`src/design/slt_pkg.sv`:
```
// Package with the types, codes and helpers of the serial LCD terminal.
package slt_pkg;

  localparam int COLUMNS_DEF = 16;
  localparam int QUEUE_DEPTH = 2;

  localparam logic [7:0] CH_ESC   = 8'h1B;
  localparam logic [7:0] CH_CR    = 8'h0D;
  localparam logic [7:0] CH_BS    = 8'h08;
  localparam logic [7:0] CH_SPACE = 8'h20;
  localparam logic [7:0] CH_ZERO  = 8'h30;
  localparam logic [7:0] LCD_LINE0 = 8'h80;
  localparam logic [7:0] LCD_LINE1 = 8'hC0;
  localparam logic [7:0] LCD_LINE_OFS = 8'h40;
  localparam logic [7:0] LCD_CMD_CLS = 8'h01;

  typedef enum logic [3:0] {
    OP_NONE,
    OP_PRINT,
    OP_CR,
    OP_BS,
    OP_CLEAR,
    OP_CLRLINE,
    OP_DEL,
    OP_EOL,
    OP_BL_ON,
    OP_BL_OFF,
    OP_GOTO,
    OP_MOVE
  } op_t;

  typedef struct packed {
    op_t        op;
    logic [7:0] arg;
  } queue_item_t;

  typedef enum logic [3:0] {
    ST_IDLE,
    ST_COPY_RD,
    ST_COPY_WR,
    ST_GOTO_PRE,
    ST_REF_HEAD0,
    ST_REF_RD,
    ST_REF_DATA,
    ST_REF_HEAD1,
    ST_REF_GOTO,
    ST_NOWRITE,
    ST_CLEAR_OUT,
    ST_GOTO_ONLY
  } back_state_t;

  function automatic logic is_letter(input logic [7:0] b, input logic [7:0] lower);
    return (b | 8'h20) == lower;
  endfunction

endpackage

```
`src/design/serial_lcd_terminal_core.sv`:
```
// Top level of the serial LCD terminal: front end, operation queue and back end.
// Each received byte is classified at once and queued; the back end then carries it out and
// gives one result item per LCD write, or a single item without a write. A screen refresh
// writes the line 0 head, the characters of line 0, the line 1 head, the characters of line 1
// and a goto to the cursor; each character is first read from the text buffer, whose read is
// registered. A clear line, delete or clear to end of line sends a leading goto before it, and
// a scroll or a delete first copies the cells, each with a read and a write. A stall of the
// result channel holds the sequence. The backlight state shown is the one after the byte that
// caused the item. No clearing pass is needed after reset.
module serial_lcd_terminal_core import slt_pkg::*; #(
  parameter int COLUMNS = COLUMNS_DEF
) (
  input  logic       clk,
  input  logic       rst_n,
  input  logic       in_valid,
  output logic       in_stall,
  input  logic [7:0] in_rx_byte,
  output logic       out_valid,
  input  logic       out_stall,
  output logic       out_has_write,
  output logic       out_register_select,
  output logic [7:0] out_lcd_byte,
  output logic       out_backlight_on,
  output logic       out_last
);

  queue_item_t front_item, back_item;
  logic        q_full, q_empty, q_pop, push;

  assign in_stall = q_full;
  assign push     = in_valid && !q_full;

  slt_front #(.COLUMNS(COLUMNS)) u_front (
    .clk     (clk),
    .rst_n   (rst_n),
    .push    (push),
    .rx_byte (in_rx_byte),
    .item    (front_item)
  );

  slt_queue u_queue (
    .clk       (clk),
    .rst_n     (rst_n),
    .push      (push),
    .push_item (front_item),
    .pop       (q_pop),
    .pop_item  (back_item),
    .full      (q_full),
    .empty     (q_empty)
  );

  slt_back #(.COLUMNS(COLUMNS)) u_back (
    .clk                 (clk),
    .rst_n               (rst_n),
    .q_empty             (q_empty),
    .q_item              (back_item),
    .q_pop               (q_pop),
    .out_valid           (out_valid),
    .out_stall           (out_stall),
    .out_has_write       (out_has_write),
    .out_register_select (out_register_select),
    .out_lcd_byte        (out_lcd_byte),
    .out_backlight_on    (out_backlight_on),
    .out_last            (out_last)
  );

endmodule

```
`src/design/slt_front.sv`:
```
// Front end: escape-command collection and classification of received bytes.
module slt_front import slt_pkg::*; #(
  parameter int COLUMNS = COLUMNS_DEF
) (
  input  logic        clk,
  input  logic        rst_n,
  input  logic        push,
  input  logic [7:0]  rx_byte,
  output queue_item_t item
);

  localparam int CELLS = 2 * COLUMNS;
  localparam int CUR_W = $clog2(CELLS);

  logic       in_cmd_r, in_cmd_nxt;
  logic [2:0] count_r, count_nxt;
  logic [7:0] cmd0_r, cmd0_nxt;
  logic [7:0] cmd1_r, cmd1_nxt;
  logic [7:0] b0, b1, x8, y8;
  logic [CUR_W-1:0] pos;

  always_comb begin
    in_cmd_nxt = in_cmd_r;
    count_nxt  = count_r;
    cmd0_nxt   = cmd0_r;
    cmd1_nxt   = cmd1_r;
    item.op    = OP_NONE;
    item.arg   = rx_byte;
    b0 = (count_r == 3'd0) ? rx_byte : cmd0_r;
    b1 = (count_r == 3'd1) ? rx_byte : cmd1_r;
    x8 = b1 - CH_ZERO;
    y8 = rx_byte - CH_ZERO;
    if (x8 > 8'(COLUMNS - 1)) begin
      x8 = 8'(COLUMNS - 1);
    end
    pos = CUR_W'(x8) + ((y8 != 8'd0) ? CUR_W'(COLUMNS) : CUR_W'(0));
    if (rx_byte == CH_ESC) begin
      in_cmd_nxt = 1'b1;
      count_nxt  = 3'd0;
    end else if (in_cmd_r) begin
      count_nxt = count_r + 3'd1;
      cmd0_nxt  = b0;
      cmd1_nxt  = b1;
      if (count_nxt >= 3'd4) begin
        in_cmd_nxt = 1'b0;
      end else begin
        in_cmd_nxt = 1'b0;
        if (is_letter(b0, "c")) begin
          item.op = OP_CLEAR;
        end else if (is_letter(b0, "l")) begin
          item.op = OP_CLRLINE;
        end else if (is_letter(b0, "d")) begin
          item.op = OP_DEL;
        end else if (is_letter(b0, "e")) begin
          item.op = OP_EOL;
        end else if (is_letter(b0, "n")) begin
          item.op = OP_BL_ON;
        end else if (is_letter(b0, "f")) begin
          item.op = OP_BL_OFF;
        end else if (is_letter(b0, "g") && count_nxt == 3'd3) begin
          item.op  = OP_GOTO;
          item.arg = 8'(pos);
        end else if (is_letter(b0, "p") && count_nxt == 3'd2) begin
          item.op  = OP_MOVE;
          item.arg = b1;
        end else begin
          in_cmd_nxt = 1'b1;
        end
      end
    end else if (rx_byte == CH_CR) begin
      item.op = OP_CR;
    end else if (rx_byte == CH_BS) begin
      item.op = OP_BS;
    end else begin
      item.op = OP_PRINT;
    end
  end

  always_ff @(posedge clk) begin
    if (!rst_n) begin
      in_cmd_r <= 1'b0;
      count_r  <= 3'd0;
      cmd0_r   <= 8'd0;
      cmd1_r   <= 8'd0;
    end else if (push) begin
      in_cmd_r <= in_cmd_nxt;
      count_r  <= count_nxt;
      cmd0_r   <= cmd0_nxt;
      cmd1_r   <= cmd1_nxt;
    end
  end

endmodule

```
`src/design/slt_queue.sv`:
```
// Short queue of classified operations between the front and back ends.
module slt_queue import slt_pkg::*; (
  input  logic        clk,
  input  logic        rst_n,
  input  logic        push,
  input  queue_item_t push_item,
  input  logic        pop,
  output queue_item_t pop_item,
  output logic        full,
  output logic        empty
);

  localparam int PTR_W = $clog2(QUEUE_DEPTH);

  queue_item_t      slots_r [QUEUE_DEPTH];
  logic [PTR_W-1:0] wr_ptr_r, rd_ptr_r;
  logic [PTR_W:0]   count_r;

  assign full     = (count_r == (PTR_W + 1)'(QUEUE_DEPTH));
  assign empty    = (count_r == '0);
  assign pop_item = slots_r[rd_ptr_r];

  always_ff @(posedge clk) begin
    if (push) begin
      slots_r[wr_ptr_r] <= push_item;
    end
  end

  always_ff @(posedge clk) begin
    if (!rst_n) begin
      wr_ptr_r <= '0;
      rd_ptr_r <= '0;
      count_r  <= '0;
    end else begin
      if (push) begin
        wr_ptr_r <= (wr_ptr_r == PTR_W'(QUEUE_DEPTH - 1)) ? '0 : wr_ptr_r + 1'b1;
      end
      if (pop) begin
        rd_ptr_r <= (rd_ptr_r == PTR_W'(QUEUE_DEPTH - 1)) ? '0 : rd_ptr_r + 1'b1;
      end
      count_r <= count_r + (PTR_W + 1)'(push) - (PTR_W + 1)'(pop);
    end
  end

endmodule

```
`src/design/slt_back.sv`:
```
// Back end: text buffer, cursor, backlight and the LCD write sequencer.
module slt_back import slt_pkg::*; #(
  parameter int COLUMNS = COLUMNS_DEF
) (
  input  logic        clk,
  input  logic        rst_n,
  input  logic        q_empty,
  input  queue_item_t q_item,
  output logic        q_pop,
  output logic        out_valid,
  input  logic        out_stall,
  output logic        out_has_write,
  output logic        out_register_select,
  output logic [7:0]  out_lcd_byte,
  output logic        out_backlight_on,
  output logic        out_last
);

  localparam int CELLS = 2 * COLUMNS;
  localparam int CUR_W = $clog2(CELLS);
  localparam int CNT_W = $clog2(CELLS + 1);

  back_state_t state_r, state_nxt, disp_st;

  logic [7:0]       text_mem [CELLS];
  logic [CELLS-1:0] vld_r, vld_nxt;
  logic [7:0]       rd_data_r;
  logic             rd_vld_r;
  logic [CUR_W-1:0] cursor_r, cursor_nxt;
  logic [CUR_W-1:0] idx_r, idx_nxt;
  logic [CUR_W-1:0] copy_dst_r, copy_dst_nxt;
  logic             scroll_r, scroll_nxt;
  logic             goto_pre_r, goto_pre_nxt;
  logic             backlight_r, backlight_nxt;
  logic             copy_done;

  logic             wr_en, rd_en, clr_en;
  logic [CUR_W-1:0] wr_addr, rd_addr;
  logic [7:0]       wr_data, cell_data;
  logic [CNT_W-1:0] clr_lo, clr_hi;

  logic             out_valid_r;
  logic             out_rs_r, out_hw_r, out_last_r, out_bl_r;
  logic [7:0]       out_byte_r;
  logic             can_load, ld, ld_rs, ld_hw, ld_last;
  logic [7:0]       ld_byte, goto_byte;
  logic [CUR_W-1:0] col;
  logic             on_line1;

  assign can_load  = !out_valid_r || !out_stall;
  assign on_line1  = (cursor_r >= CUR_W'(COLUMNS));
  assign col       = on_line1 ? cursor_r - CUR_W'(COLUMNS) : cursor_r;
  assign goto_byte = LCD_LINE0 + 8'(col) + (on_line1 ? LCD_LINE_OFS : 8'd0);
  assign cell_data = rd_vld_r ? rd_data_r : CH_SPACE;
  assign copy_done = scroll_r ? (copy_dst_r == CUR_W'(COLUMNS - 1))
                              : (copy_dst_r == CUR_W'(CELLS - 2));

  always_comb begin
    state_nxt = state_r;
    case (state_r)
      ST_IDLE:      if (!q_empty) state_nxt = disp_st;
      ST_COPY_RD:   state_nxt = ST_COPY_WR;
      ST_COPY_WR: begin
        if (copy_done) state_nxt = goto_pre_r ? ST_GOTO_PRE : ST_REF_HEAD0;
        else state_nxt = ST_COPY_RD;
      end
      ST_GOTO_PRE:  if (can_load) state_nxt = ST_REF_HEAD0;
      ST_REF_HEAD0: if (can_load) state_nxt = ST_REF_RD;
      ST_REF_RD:    state_nxt = ST_REF_DATA;
      ST_REF_DATA: begin
        if (can_load) begin
          if (idx_r == CUR_W'(COLUMNS - 1)) state_nxt = ST_REF_HEAD1;
          else if (idx_r == CUR_W'(CELLS - 1)) state_nxt = ST_REF_GOTO;
          else state_nxt = ST_REF_RD;
        end
      end
      ST_REF_HEAD1: if (can_load) state_nxt = ST_REF_RD;
      ST_REF_GOTO, ST_NOWRITE, ST_CLEAR_OUT, ST_GOTO_ONLY: begin
        if (can_load) state_nxt = ST_IDLE;
      end
      default:      state_nxt = ST_IDLE;
    endcase
  end

  always_comb begin
    disp_st       = ST_NOWRITE;
    q_pop         = 1'b0;
    cursor_nxt    = cursor_r;
    idx_nxt       = idx_r;
    copy_dst_nxt  = copy_dst_r;
    scroll_nxt    = scroll_r;
    goto_pre_nxt  = goto_pre_r;
    backlight_nxt = backlight_r;
    wr_en   = 1'b0;
    wr_addr = cursor_r;
    wr_data = q_item.arg;
    rd_en   = 1'b0;
    rd_addr = idx_r;
    clr_en  = 1'b0;
    clr_lo  = CNT_W'(cursor_r);
    clr_hi  = on_line1 ? CNT_W'(CELLS) : CNT_W'(COLUMNS);
    ld      = 1'b0;
    ld_hw   = 1'b1;
    ld_rs   = 1'b0;
    ld_byte = goto_byte;
    ld_last = 1'b0;
    case (state_r)
      ST_IDLE: begin
        if (!q_empty) begin
          q_pop        = 1'b1;
          goto_pre_nxt = 1'b0;
          case (q_item.op)
            OP_PRINT: begin
              wr_en = 1'b1;
              if (cursor_r == CUR_W'(CELLS - 1)) begin
                scroll_nxt   = 1'b1;
                copy_dst_nxt = '0;
                disp_st      = ST_COPY_RD;
              end else begin
                cursor_nxt = cursor_r + 1'b1;
                disp_st    = ST_REF_HEAD0;
              end
            end
            OP_CR: begin
              if (on_line1) begin
                scroll_nxt   = 1'b1;
                copy_dst_nxt = '0;
                disp_st      = ST_COPY_RD;
              end else begin
                clr_en     = 1'b1;
                cursor_nxt = CUR_W'(COLUMNS);
                disp_st    = ST_REF_HEAD0;
              end
            end
            OP_BS: begin
              if (cursor_r != '0) begin
                cursor_nxt = cursor_r - 1'b1;
                clr_en     = 1'b1;
                clr_lo     = CNT_W'(cursor_r - 1'b1);
                clr_hi     = CNT_W'(cursor_r);
                disp_st    = ST_REF_HEAD0;
              end
            end
            OP_CLEAR: begin
              clr_en     = 1'b1;
              clr_lo     = '0;
              clr_hi     = CNT_W'(CELLS);
              cursor_nxt = '0;
              disp_st    = ST_CLEAR_OUT;
            end
            OP_CLRLINE: begin
              clr_en       = 1'b1;
              clr_lo       = on_line1 ? CNT_W'(COLUMNS) : '0;
              cursor_nxt   = on_line1 ? CUR_W'(COLUMNS) : '0;
              goto_pre_nxt = 1'b1;
              disp_st      = ST_GOTO_PRE;
            end
            OP_DEL: begin
              goto_pre_nxt = 1'b1;
              if (cursor_r == CUR_W'(CELLS - 1)) begin
                clr_en  = 1'b1;
                clr_hi  = CNT_W'(CELLS);
                disp_st = ST_GOTO_PRE;
              end else begin
                scroll_nxt   = 1'b0;
                copy_dst_nxt = cursor_r;
                disp_st      = ST_COPY_RD;
              end
            end
            OP_EOL: begin
              clr_en       = 1'b1;
              goto_pre_nxt = 1'b1;
              disp_st      = ST_GOTO_PRE;
            end
            OP_BL_ON:  backlight_nxt = 1'b1;
            OP_BL_OFF: backlight_nxt = 1'b0;
            OP_GOTO: begin
              cursor_nxt = q_item.arg[CUR_W-1:0];
              disp_st    = ST_GOTO_ONLY;
            end
            OP_MOVE: begin
              if (is_letter(q_item.arg, "l")) begin
                if (cursor_r != '0) cursor_nxt = cursor_r - 1'b1;
              end else if (is_letter(q_item.arg, "r")) begin
                if (cursor_r != CUR_W'(CELLS - 1)) cursor_nxt = cursor_r + 1'b1;
              end else if (is_letter(q_item.arg, "u")) begin
                if (on_line1) cursor_nxt = cursor_r - CUR_W'(COLUMNS);
              end else if (is_letter(q_item.arg, "d")) begin
                if (!on_line1) cursor_nxt = cursor_r + CUR_W'(COLUMNS);
              end
              disp_st = ST_GOTO_ONLY;
            end
            default: disp_st = ST_NOWRITE;
          endcase
        end
      end
      ST_COPY_RD: begin
        rd_en   = 1'b1;
        rd_addr = scroll_r ? copy_dst_r + CUR_W'(COLUMNS) : copy_dst_r + 1'b1;
      end
      ST_COPY_WR: begin
        wr_en        = 1'b1;
        wr_addr      = copy_dst_r;
        wr_data      = cell_data;
        copy_dst_nxt = copy_dst_r + 1'b1;
        if (copy_done) begin
          clr_en = 1'b1;
          clr_hi = CNT_W'(CELLS);
          if (scroll_r) begin
            clr_lo     = CNT_W'(COLUMNS);
            cursor_nxt = CUR_W'(COLUMNS);
          end else begin
            clr_lo = CNT_W'(CELLS - 1);
          end
        end
      end
      ST_GOTO_PRE: ld = 1'b1;
      ST_REF_HEAD0: begin
        ld      = 1'b1;
        ld_byte = LCD_LINE0;
        idx_nxt = '0;
      end
      ST_REF_RD: rd_en = 1'b1;
      ST_REF_DATA: begin
        ld      = 1'b1;
        ld_rs   = 1'b1;
        ld_byte = cell_data;
        if (can_load && idx_r != CUR_W'(COLUMNS - 1) && idx_r != CUR_W'(CELLS - 1)) begin
          idx_nxt = idx_r + 1'b1;
        end
      end
      ST_REF_HEAD1: begin
        ld      = 1'b1;
        ld_byte = LCD_LINE1;
        if (can_load) idx_nxt = idx_r + 1'b1;
      end
      ST_REF_GOTO, ST_GOTO_ONLY: begin
        ld      = 1'b1;
        ld_last = 1'b1;
      end
      ST_CLEAR_OUT: begin
        ld      = 1'b1;
        ld_byte = LCD_CMD_CLS;
        ld_last = 1'b1;
      end
      ST_NOWRITE: begin
        ld      = 1'b1;
        ld_hw   = 1'b0;
        ld_byte = 8'd0;
        ld_last = 1'b1;
      end
      default: ld = 1'b0;
    endcase
  end

  always_comb begin
    for (int i = 0; i < CELLS; i++) begin
      vld_nxt[i] = vld_r[i];
      if (clr_en && CNT_W'(i) >= clr_lo && CNT_W'(i) < clr_hi) vld_nxt[i] = 1'b0;
    end
    if (wr_en) vld_nxt[wr_addr] = 1'b1;
  end

  always_ff @(posedge clk) begin
    if (wr_en) begin
      text_mem[wr_addr] <= wr_data;
    end
    if (rd_en) begin
      rd_data_r <= text_mem[rd_addr];
      rd_vld_r  <= vld_r[rd_addr];
    end
  end

  always_ff @(posedge clk) begin
    if (!rst_n) begin
      state_r     <= ST_IDLE;
      vld_r       <= '0;
      cursor_r    <= '0;
      idx_r       <= '0;
      copy_dst_r  <= '0;
      scroll_r    <= 1'b0;
      goto_pre_r  <= 1'b0;
      backlight_r <= 1'b1;
      out_valid_r <= 1'b0;
    end else begin
      state_r     <= state_nxt;
      vld_r       <= vld_nxt;
      cursor_r    <= cursor_nxt;
      idx_r       <= idx_nxt;
      copy_dst_r  <= copy_dst_nxt;
      scroll_r    <= scroll_nxt;
      goto_pre_r  <= goto_pre_nxt;
      backlight_r <= backlight_nxt;
      if (can_load) out_valid_r <= ld;
    end
  end

  always_ff @(posedge clk) begin
    if (can_load && ld) begin
      out_hw_r   <= ld_hw;
      out_rs_r   <= ld_rs;
      out_byte_r <= ld_byte;
      out_last_r <= ld_last;
      out_bl_r   <= backlight_r;
    end
  end

  assign out_valid           = out_valid_r;
  assign out_has_write       = out_hw_r;
  assign out_register_select = out_rs_r;
  assign out_lcd_byte        = out_byte_r;
  assign out_backlight_on    = out_bl_r;
  assign out_last            = out_last_r;

endmodule

```
`config.mk`:
```
export PLATFORM = sky130hd
export DESIGN_NAME = serial_lcd_terminal_core
export DESIGN_NICKNAME = d
export VERILOG_FILES = /design/src/design/slt_pkg.sv /design/src/design/serial_lcd_terminal_core.sv /design/src/design/slt_front.sv /design/src/design/slt_queue.sv /design/src/design/slt_back.sv
export SDC_FILE = /design/constraint.sdc
export NUM_CORES = 1
export LEC_CHECK = 0
export ABC_AREA = 1
export CAP_MARGIN = 20
export CORE_ASPECT_RATIO = 0.6
export CORE_MARGIN = 3
export CORE_UTILIZATION = 30
export CTS_BUF_LIST = sky130_fd_sc_hd__clkbuf_2 sky130_fd_sc_hd__clkbuf_4 sky130_fd_sc_hd__clkbuf_8
export DETAILED_ROUTE_END_ITERATION = 8
export DONT_BUFFER_PORTS = 1
export REMOVE_ABC_BUFFERS = 1
export SKIP_CTS_REPAIR_TIMING = 1
export SLEW_MARGIN = 20
export SYNTH_ARGS = -nofsm -noshare
export SYNTH_HDL_FRONTEND = slang
export SYNTH_SLANG_ARGS = --single-unit
```
`constraint.sdc`:
```
create_clock -name clk -period 3.05 [get_ports clk]
set_clock_uncertainty 0.05 [all_clocks]
set_input_delay 0.1525 -clock clk [delete_from_list [all_inputs] [get_ports clk]]
set_output_delay 0.1525 -clock clk [all_outputs]
set_load 0.03 [all_outputs]
```
==> results of run 1 <==
-- flip-flops by register name, summed over array words and instances (netlist names), 2 cells and up, named ones only --
name,cells
u_back.out_lcd_byte,8
u_front.count_r,3
u_back.rd_data_r,8
u_back.vld_r,32
u_back.idx_r,5
u_queue.count_r,2
u_front.cmd0_r,7
u_back.cursor_r,5
u_front.cmd1_r,8
u_queue.slots_r,24
u_back.text_mem,256
u_back.state_r,4
u_back.copy_dst_r,5
-- cells by family (layout without fill, tap and decap cells) --
logic type,Yosys count,in the layout,share of synthesized area (%)
adder cells (fa/ha/maj),16,16,1.08
AO/OA/AOI/OAI,491,491,15.9
buffers and inverters,273,402,5.99
flip-flops,380,380,57.5
AND/OR/NAND/NOR,776,776,19.1
XOR/XNOR,8,8,0.380
other,0,2,0
-- synth_stat cells, drive strengths merged, types with 13 or more instances --
library cell	instances	share of area (%)
edfxtp	301	49
nand2	316	7.0
o21ai	252	7.0
dfxtp	79	8.6
nand3	119	3.5
inv	192	3.9
o211ai	25	1.0
clkbuf	42	0.85
a21oi	98	2.7
ha	16	1.1
o21bai	37	1.5
nand4	16	0.54
buf	36	1.1
nor3	13	0.53
o221ai	46	2.2
nor2	298	7.0
-- power by group through the flow --
| stage | combinational (µW) | sequential [µW] | clock, µW |
|---|---|---|---|
| 6_report | 8500 | 7170 | 4220 |
| 5_1_grt | 9340 | 7200 | 4540 |
| 4_1_cts | 8180 | 7170 | 4310 |
| 3_5_place_dp | 8150 | 7270 | 0 |
| 3_3_place_gp | 8090 | 7260 | 0 |
| 2_1_floorplan | 5010 | 7240 | 0 |
-- stage by stage --
step	setup WS [ns]	utilization, %	cell area (µm²)
2_1_floorplan	-2.75	-	18100
6_report	0.183	35.4	21300
4_1_cts	0.152	35.0	21000
5_1_grt	-0.00428	35.4	21300
3_5_place_dp	0.137	33.2	19900
3_3_place_gp	0.128	33.2	19900
-- layout make-up --
type	instances	area [µm²]	share of cell area, %
sequential	380	10600	50.0
multi-input combinational	1291	6820	32.1
tap	816	1020	4.80
clock buffer	86	1010	4.77
timing repair buffer	103	927	4.36
inverter	195	737	3.47
clock inverter	18	114	0.536
antenna	2	5.00	0.0235
-- worst max-delay path, cell delays in order, from the launching register on --
cell and delay [ns]:
dfxtp_1 0.37, inv_1 0.11, ha_1 0.25, nand2_4 0.15
nand2_1 0.07, o21ai_1 0.18, nor2_2 0.11, nand4_1 0.13
nand2_1 0.10, nor3b_2 0.23, nand2_1 0.20, nor2_2 0.34
o21ai_1 0.12, a21oi_1 0.27
-- how the worst max path moves through the flow --
| stage | start | to | slack (ns) |
|---|---|---|---|
| finish | u_front.count_r[0] | u_queue.slots_r[1][2] | 0.18 |
| floorplan | u_back.state_r[1] | u_back.rd_data_r[0] | -2.75 |
| global placement | u_back.state_r[2] | u_back.vld_r[28] | 0.13 |
| CTS | u_back.state_r[0] | u_back.rd_data_r[3] | 0.15 |
| detailed placement | u_back.state_r[0] | u_back.rd_data_r[3] | 0.14 |
| global route | u_front.count_r[0] | u_queue.slots_r[0][6] | -0.004 |
-- metal layers --
metal | up-vias | GRT usage, %
met5 | - | 0
li1 | 6963 | -
met2 | 767 | 22.0
met1 | 7268 | 27.3
met3 | 82 | 5.67
met4 | 0 | 3.81
==> run metrics, run 1 <==
reg2reg path depth 13; PnR Total Power 19900 µW; Data arrival, critical path approximately 3.2 ns; number of buffers created by CTS 57; part of the total power dissipated in sequential elements a little over a third; violations in the final reports negative hold slack; number of vias per cell after detailed routing 5.22; end point of the most critical hold path u_front.cmd0_r[1]; total of warnings raised by yosys 0; proportion of synthesized flip-flops having asynchronous set or reset 0%; detailed-route DRC error count 0; proportion of power drawn by combinational gates 42.8%; GRT Util Overall 17.3%; Total Routed Length 57.4 mm; kind of critical path reg -> reg; Worst setup SP type flip-flop; leading cell type in the layout, fill and taps excluded edfxtp_1; detailed-routed wire length on met2 21.5 mm; power density over the cells 936 nW/µm²; maxcap violations 0; initial core utilization 30.8%; internal power roughly 11000 µW; endpoint of the worst register-to-register path u_queue.slots_r[1][2]; Pins Over Slew Limit 0; classification of the worst-slack hold path in -> reg; I/O Buffers 0; layout cells sized above 1 about 14%; share of synthesized area occupied by flip-flops and latches a little under three fifths; total negative setup slack 0 ns; global-route wire length before repair 86.1 mm; clock-pin slew on the worst setup and hold paths 0.07 ns; VDD IR max 1.27 mV; maximum fanout along the worst path 14; metal1 wirelength 27.9 mm; CTS tree yes; sum of met3 wire segment lengths after detailed routing 7.03 mm; highest achievable clock rate 349 MHz; Post-Syn Area per Cell 9.49 µm²; final hold slack -0.0377 ns; hold path start in_rx_byte[1]; final cycle utilization of the critical path a little over nine tenths; category of the worst setup path capture point flip-flop; most frequent cells in the layout edfxtp_1, nand2_1, nor2_1; measured slew at the worst slew-check pin 1.05 ns; part of the power in the clock network 21.2%; power spent charging and discharging nets 8640 µW; number of iterations in the first detailed-routing pass 7; final-layout fill cell count about 6000; detailed placer's ending HPWL slightly below 40 mm; final net count 2056; CTS Root Buffer Type clkbuf_8; Post-Synthesis Cell Area 18500 µm²; number of levels in the clock H-tree 2; number of sinks driven by the clock tree 380; Cell Rows 69; maximum number of pins on one net before global-route repair 100; leakage component of the power 0.00773 µW; deepest clock path buffer count 3; count of distinct cell types in the synthesized netlist 56; count of endpoints failing setup in the final report 0; Slew headroom 29.8%; antenna violations before repair 2; Main synth FF type edfxtp_1; post-layout minimum cycle time between 2 and 3 ns; via count 15100; status complete, but fails checks; register bit count reported by yosys 380; number of nets with antenna violations after routing 0; placer's final routability congestion estimate about 0.98; fin cells between 2000 and 3000; worst r2r src u_front.count_r[0]; worst reg2reg setup slack 0.18 ns; via count of the first global-routing pass 13900; width of the die around 330 µm; Net Sw Frac 43.4%; number of enable flip-flop cells after synthesis around 300; area growth from synthesis to layout 15.2%; Clock Latency Late Sink between 0.6 and 0.7 ns; core region area about 60000 µm²; ports placed on the boundary 26; synthesized instance count 1944; Top Layer Used met4; post-DR wirelength/cell 19.8 µm; endpoint required time on the critical path 3.42 ns; global route total overflow 0; iteration-0 DRC count of the detailed router approximately 1700; total count of hold-check failures in the final report 1; number of placed cells counting well taps 2768; chip height 198 µm; DIE AREA 64600 µm²; Hold Crit Depth 4
No activity file was read; power rests on OpenSTA's default activity.
==> inputs of run 2 (changes only) <==
--- a/config.mk
+++ b/config.mk
@@ -15,7 +15,7 @@
 export DONT_BUFFER_PORTS = 1
 export REMOVE_ABC_BUFFERS = 1
 export SKIP_CTS_REPAIR_TIMING = 1
-export SLEW_MARGIN = 20
+export SLEW_MARGIN = 40
 export SYNTH_ARGS = -nofsm -noshare
 export SYNTH_HDL_FRONTEND = slang
 export SYNTH_SLANG_ARGS = --single-unit
==> constraint.sdc (replaced) <==
create_clock -name clk -period 3.05 [get_ports clk]
set_clock_uncertainty 0.05 [all_clocks]
set_input_delay 0.305 -clock clk [delete_from_list [all_inputs] [get_ports clk]]
set_output_delay 0.305 -clock clk [all_outputs]
set_load 0.03 [all_outputs]
==> run metrics, run 2 (same netlist as run 1, synthesis figures left out) <==
worst r2r src u_back.state_r[1]; Clock Latency Late Sink around 0.64 ns; measured slew at the worst slew-check pin 0.794 ns; flip-flop count of the largest register after layout around 260; kind of critical path reg -> reg; Worst setup SP type flip-flop; reg2reg path depth 9; Pins Over Slew Limit 0; I/O Buffers 0; layout cells sized above 1 13.8%; clock-pin slew on the worst setup and hold paths about 0.06 ns; number of sinks driven by the clock tree 380; total count of hold-check failures in the final report 1; DIE AREA between 60000 and 70000 µm²; GRT Util Overall about 17%; violations in the final reports negative hold slack; Total Routed Length roughly 57 mm; final hold slack -0.0219 ns; total negative setup slack 0 ns; worst reg2reg setup slack 0.22 ns; end point of the most critical hold path u_back.state_r[3]; top register by number of flip-flops u_back.text_mem; Slew headroom 46.9%; Crit-path slowest cell dfxtp_1; unrepaired setup endpoints after global routing no; maximum fanout along the worst path 14; hold path start out_stall; detailed-route DRC error count 0; area growth from synthesis to layout 14.9%; Hold Crit Depth 4; endpoint of the worst register-to-register path u_back.text_mem[17][2]; largest incremental delay on the critical path 0.47 ns; global-route wire length before repair 86.2 mm; Largest delay share family, worst path simple AND/OR/NAND/NOR gates; initial core utilization 30.8%; core region area 60000 µm²; detailed placer's ending HPWL 40.0 mm; CTS Root Buffer Type clkbuf_8; Data arrival, critical path about 3.1 ns; category of the worst setup path capture point flip-flop; power density over the cells 939 nW/µm²; leakage component of the power 0.00770 µW; Post-DP Area 19900 µm²; chip height between 150 and 200 µm; antenna violations before repair 0; Cell Rows 69; number of levels in the clock H-tree 2; classification of the worst-slack hold path in -> reg; number of buffers created by CTS 58; CTS tree yes; post-layout minimum cycle time 2.83 ns; final net count 2051; VDD IR max 0.936 mV; number of vias per cell after detailed routing 5.23; width of the die 326 µm; global-route met1 utilization 27.7%; count of endpoints failing setup in the final report 0; Inserted Diodes 0; maxcap violations 0; launching instance or port of the critical path u_back.state_r[1]; via count 15100; number of iterations in the first detailed-routing pass 6; post-route cell area roughly 21000 µm²; largest registers u_back.text_mem x256, u_back.vld_r x32, u_queue.slots_r x24; CP Cell Sequence nand2_1 > nor2_4 > nor2_1 > a21oi_1 > inv_1 > nor3_2 > inv_2 > nor2_1 > buf_4; endpoint required time on the critical path between 3 and 4 ns; final-layout fill cell count between 5000 and 6000; placer's final routability congestion estimate 0.984; iteration-0 DRC count of the detailed router 1689; status complete, but fails checks; leading cell type in the layout, fill and taps excluded edfxtp_1; most frequent cells in the layout edfxtp_1, nand2_1, nor2_1; global route total overflow 0; most crowded layer after global routing met1; via count of the first global-routing pass 13900; maximum number of pins on one net before global-route repair 100; met2 Track Usage GR between 20% and 30%; cell type with the highest occurrence count on the critical path nor2_1; deepest clock path buffer count 3; buffer and inverter count on the worst path 3; Global Route met3 Usage 4.19%; final cycle utilization of the critical path ~93%; highest achievable clock rate between 300 and 400 MHz; number of nets with antenna violations after routing 0; post-DR wirelength/cell roughly 20 µm; ports placed on the boundary 26
==> run 2: how the worst max path moves through the flow <==
stage / slack, ns / cells past startpoint / to
2_1_floorplan: -2.75 / 12 / u_back.rd_data_r[0]
5_1_grt: 0.00006 / 14 / u_back.rd_data_r[3]
4_1_cts: 0.14 / 14 / u_back.rd_data_r[3]
3_5_place_dp: 0.15 / 14 / u_back.rd_data_r[3]
3_3_place_gp: 0.13 / 14 / u_back.vld_r[28]
6_report: 0.22 / 9 / u_back.text_mem[17][2]
==> run 2: layer usage <==
metal | vias to the layer above | routed length, µm | share of wire [%]
met2 | 710 | 21400 | 38
li1 | 6960 | - | -
met3 | 71 | 5980 | 10
met4 | 0 | 833 | 1.5
met1 | 7333 | 28800 | 50
met5 | - | 0 | 0
==> run 2: layout make-up <==
| type | count | area (µm²) | area share, % |
|---|---|---|---|
| Sequential cell | 380 | 10600 | 50.1 |
| Clock buffer | 72 | 916 | 4.32 |
| Tap cell | 816 | 1020 | 4.81 |
| Timing Repair Buffer | 97 | 848 | 4.00 |
| Clock inverter | 33 | 235 | 1.11 |
| Inverter | 195 | 737 | 3.47 |
| Multi-Input combinational cell | 1291 | 6830 | 32.2 |
==> run 2: per-stage QoR <==
step | total power, µW | hold slack, ns | util [%] | std cells | setup WS (ns)
after floorplan | 12200 | 0.348 | - | 1866 | -2.75
after global placement | 15400 | 0.365 | 33.2 | 2768 | 0.128
after detailed placement | 15500 | 0.371 | 33.2 | 2772 | 0.151
after CTS | 19800 | -0.298 | 35.2 | 2877 | 0.140
after global routing | 21100 | 0.00147 | 35.3 | 2884 | 0.0000562
final | 19900 | -0.0219 | 35.3 | 2884 | 0.215
==> run 2: power by group <==
group | internal [µW] | total (µW) | leakage (µW) | switching, µW
clock | 2240 | 4310 | 0.000613 | 2080
combinational | 2290 | 8450 | 0.00373 | 6160
sequential | 6720 | 7160 | 0.00336 | 446
total | 11200 | 19900 | 0.00770 | 8680
==> run 2: worst reg2reg max path: stages, from the launching register on <==
cell     delay, ns
dfxtp_1       0.47
nand2_1       0.20
nor2_4        0.29
nor2_1        0.11
a21oi_1       0.41
inv_1         0.15
nor3_2        0.22
inv_2         0.12
nor2_1        0.29
buf_4         0.25
==> inputs of run 3 (changes only) <==
--- a/config.mk
+++ b/config.mk
@@ -13,6 +13,7 @@
 export CTS_BUF_LIST = sky130_fd_sc_hd__clkbuf_2 sky130_fd_sc_hd__clkbuf_4 sky130_fd_sc_hd__clkbuf_8
 export DETAILED_ROUTE_END_ITERATION = 8
 export DONT_BUFFER_PORTS = 1
+export MAX_ROUTING_LAYER = met4
 export REMOVE_ABC_BUFFERS = 1
 export SKIP_CTS_REPAIR_TIMING = 1
 export SLEW_MARGIN = 40
==> run metrics, run 3 (same netlist as run 1, synthesis figures left out) <==
PnR Total Power between 20000 and 25000 µW; detailed-route DRC error count 0; final-layout fill cell count between 6000 and 7000; VDD IR max 0.818 mV; least setup slack across all paths after layout 0.228 ns; pre-CTS WS about 0.13 ns; chip height about 200 µm; post-DR wirelength/cell 19.6 µm; Worst setup SP type flip-flop; ports placed on the boundary 26; detailed placer's ending HPWL 40.3 mm; post-layout minimum cycle time 2.82 ns; number of iterations in the first detailed-routing pass 6; maximum number of pins on one net before global-route repair between 80 and 90; core region area 60000 µm²; worst r2r src u_back.state_r[1]; largest registers u_back.text_mem x256, u_back.vld_r x32, u_queue.slots_r x24; leakage component of the power between 0.007 and 0.008 µW; Hold Crit Depth 4; utilization after layout 35.7%; placer's final routability congestion estimate 1.00; status complete, but fails checks; global route total overflow 0; highest achievable clock rate 354 MHz; Cell Rows just under 70; maxcap violations 0; width of the die 326 µm; leading cell type in the layout, fill and taps excluded edfxtp_1; violations in the final reports negative hold slack; I/O Buffers 0; initial core utilization a little under a third; Total Routed Length between 50 and 60 mm; area growth from synthesis to layout 16.1%; Inserted Diodes 0; final hold slack -0.0257 ns; CTS Root Buffer Type clkbuf_8; power density over the cells around 950 nW/µm²; post-route cell area 21400 µm²; Data arrival, critical path 3.11 ns; DIE AREA 64600 µm²; classification of the worst-slack hold path in -> reg; number of nets with antenna violations after routing 0; final cycle utilization of the critical path 92.5%; Clock Latency Late Sink ~0.64 ns; total count of hold-check failures in the final report 2; number of sinks driven by the clock tree between 300 and 400; end point of the most critical hold path u_back.state_r[3]; hold path start out_stall; number of vias per cell after detailed routing 5.15; maximum fanout along the worst path 10; most frequent cells in the layout edfxtp_1, nand2_1, nor2_1; CTS tree yes; global-route wire length before repair 85.4 mm; GRT Util Overall 17.6%; number of levels in the clock H-tree 2; via count of the first global-routing pass 13900; Post-DP Area 20000 µm²; flip-flop count of the largest register after layout between 200 and 300; iteration-0 DRC count of the detailed router 1738; Slew headroom 43.1%; Pins Over Slew Limit 0; unrepaired setup endpoints after global routing no; worst reg2reg setup slack approximately 0.23 ns; kind of critical path reg -> reg; layout cells sized above 1 14.7%; reg2reg path depth 9; number of buffers created by CTS 58; deepest clock path buffer count 3; clock-pin slew on the worst setup and hold paths 0.07 ns; endpoint required time on the critical path roughly 3.3 ns; via count 14900; top register by number of flip-flops u_back.text_mem; category of the worst setup path capture point flip-flop; antenna violations before repair 0; final net count 2063; endpoint of the worst register-to-register path u_back.text_mem[17][4]; measured slew at the worst slew-check pin between 0.8 and 0.9 ns; count of endpoints failing setup in the final report 0
## run 3: layout make-up
cell class	instances	area, µm²	area share (%)
Multi-Input combinational cell	1291	6820	31.8
Clock buffer	85	1030	4.79
Clock inverter	25	259	1.21
Timing Repair Buffer	109	952	4.44
Tap cell	816	1020	4.76
Inverter	195	737	3.44
Sequential cell	380	10600	49.5
## run 3: worst max path at each step
stage                                   from                     end  slack [ns]  depth (start not counted)
final                      u_back.state_r[1]  u_back.text_mem[17][4]        0.23                          9
after CTS                 u_front.count_r[0]   u_queue.slots_r[0][4]        0.13                         13
after detailed placement  u_front.count_r[0]   u_queue.slots_r[0][4]        0.13                         13
after global placement    u_front.count_r[0]   u_queue.slots_r[0][4]        0.24                         13
after floorplan            u_back.state_r[1]     u_back.rd_data_r[0]       -2.75                         12
after global routing       u_back.state_r[0]     u_back.rd_data_r[7]        0.05                         14
## run 3: through the flow
stage,std cells,hold slack (ns),setup TNS [ns]
6_report,2901,-0.0257,0
5_1_grt,2901,0.000462,0
4_1_cts,2887,-0.286,0
3_5_place_dp,2777,0.390,0
3_3_place_gp,2773,0.367,0
2_1_floorplan,1866,0.348,-24.71
## run 3: power breakdown
part	total [µW]	internal (µW)	switching [µW]
clock network	4660	2600	2060
logic	8640	2410	6220
registers	7170	6720	451
## run 3: critical path, cell delays in order, from the launching register on
cell,delay (ns)
dfxtp_1,0.49
nand2_1,0.21
nor2_4,0.25
nor2_1,0.10
a21oi_1,0.47
inv_1,0.19
nor2_1,0.16
inv_1,0.10
nor2_1,0.27
buf_4,0.25
## run 3: per-layer routing
layer  wire [µm]  global-route usage (%)
met1       29100                    27.5
met2       21400                    22.4
met3        5560                    4.31
met4         849                    3.53
met5           0                       -
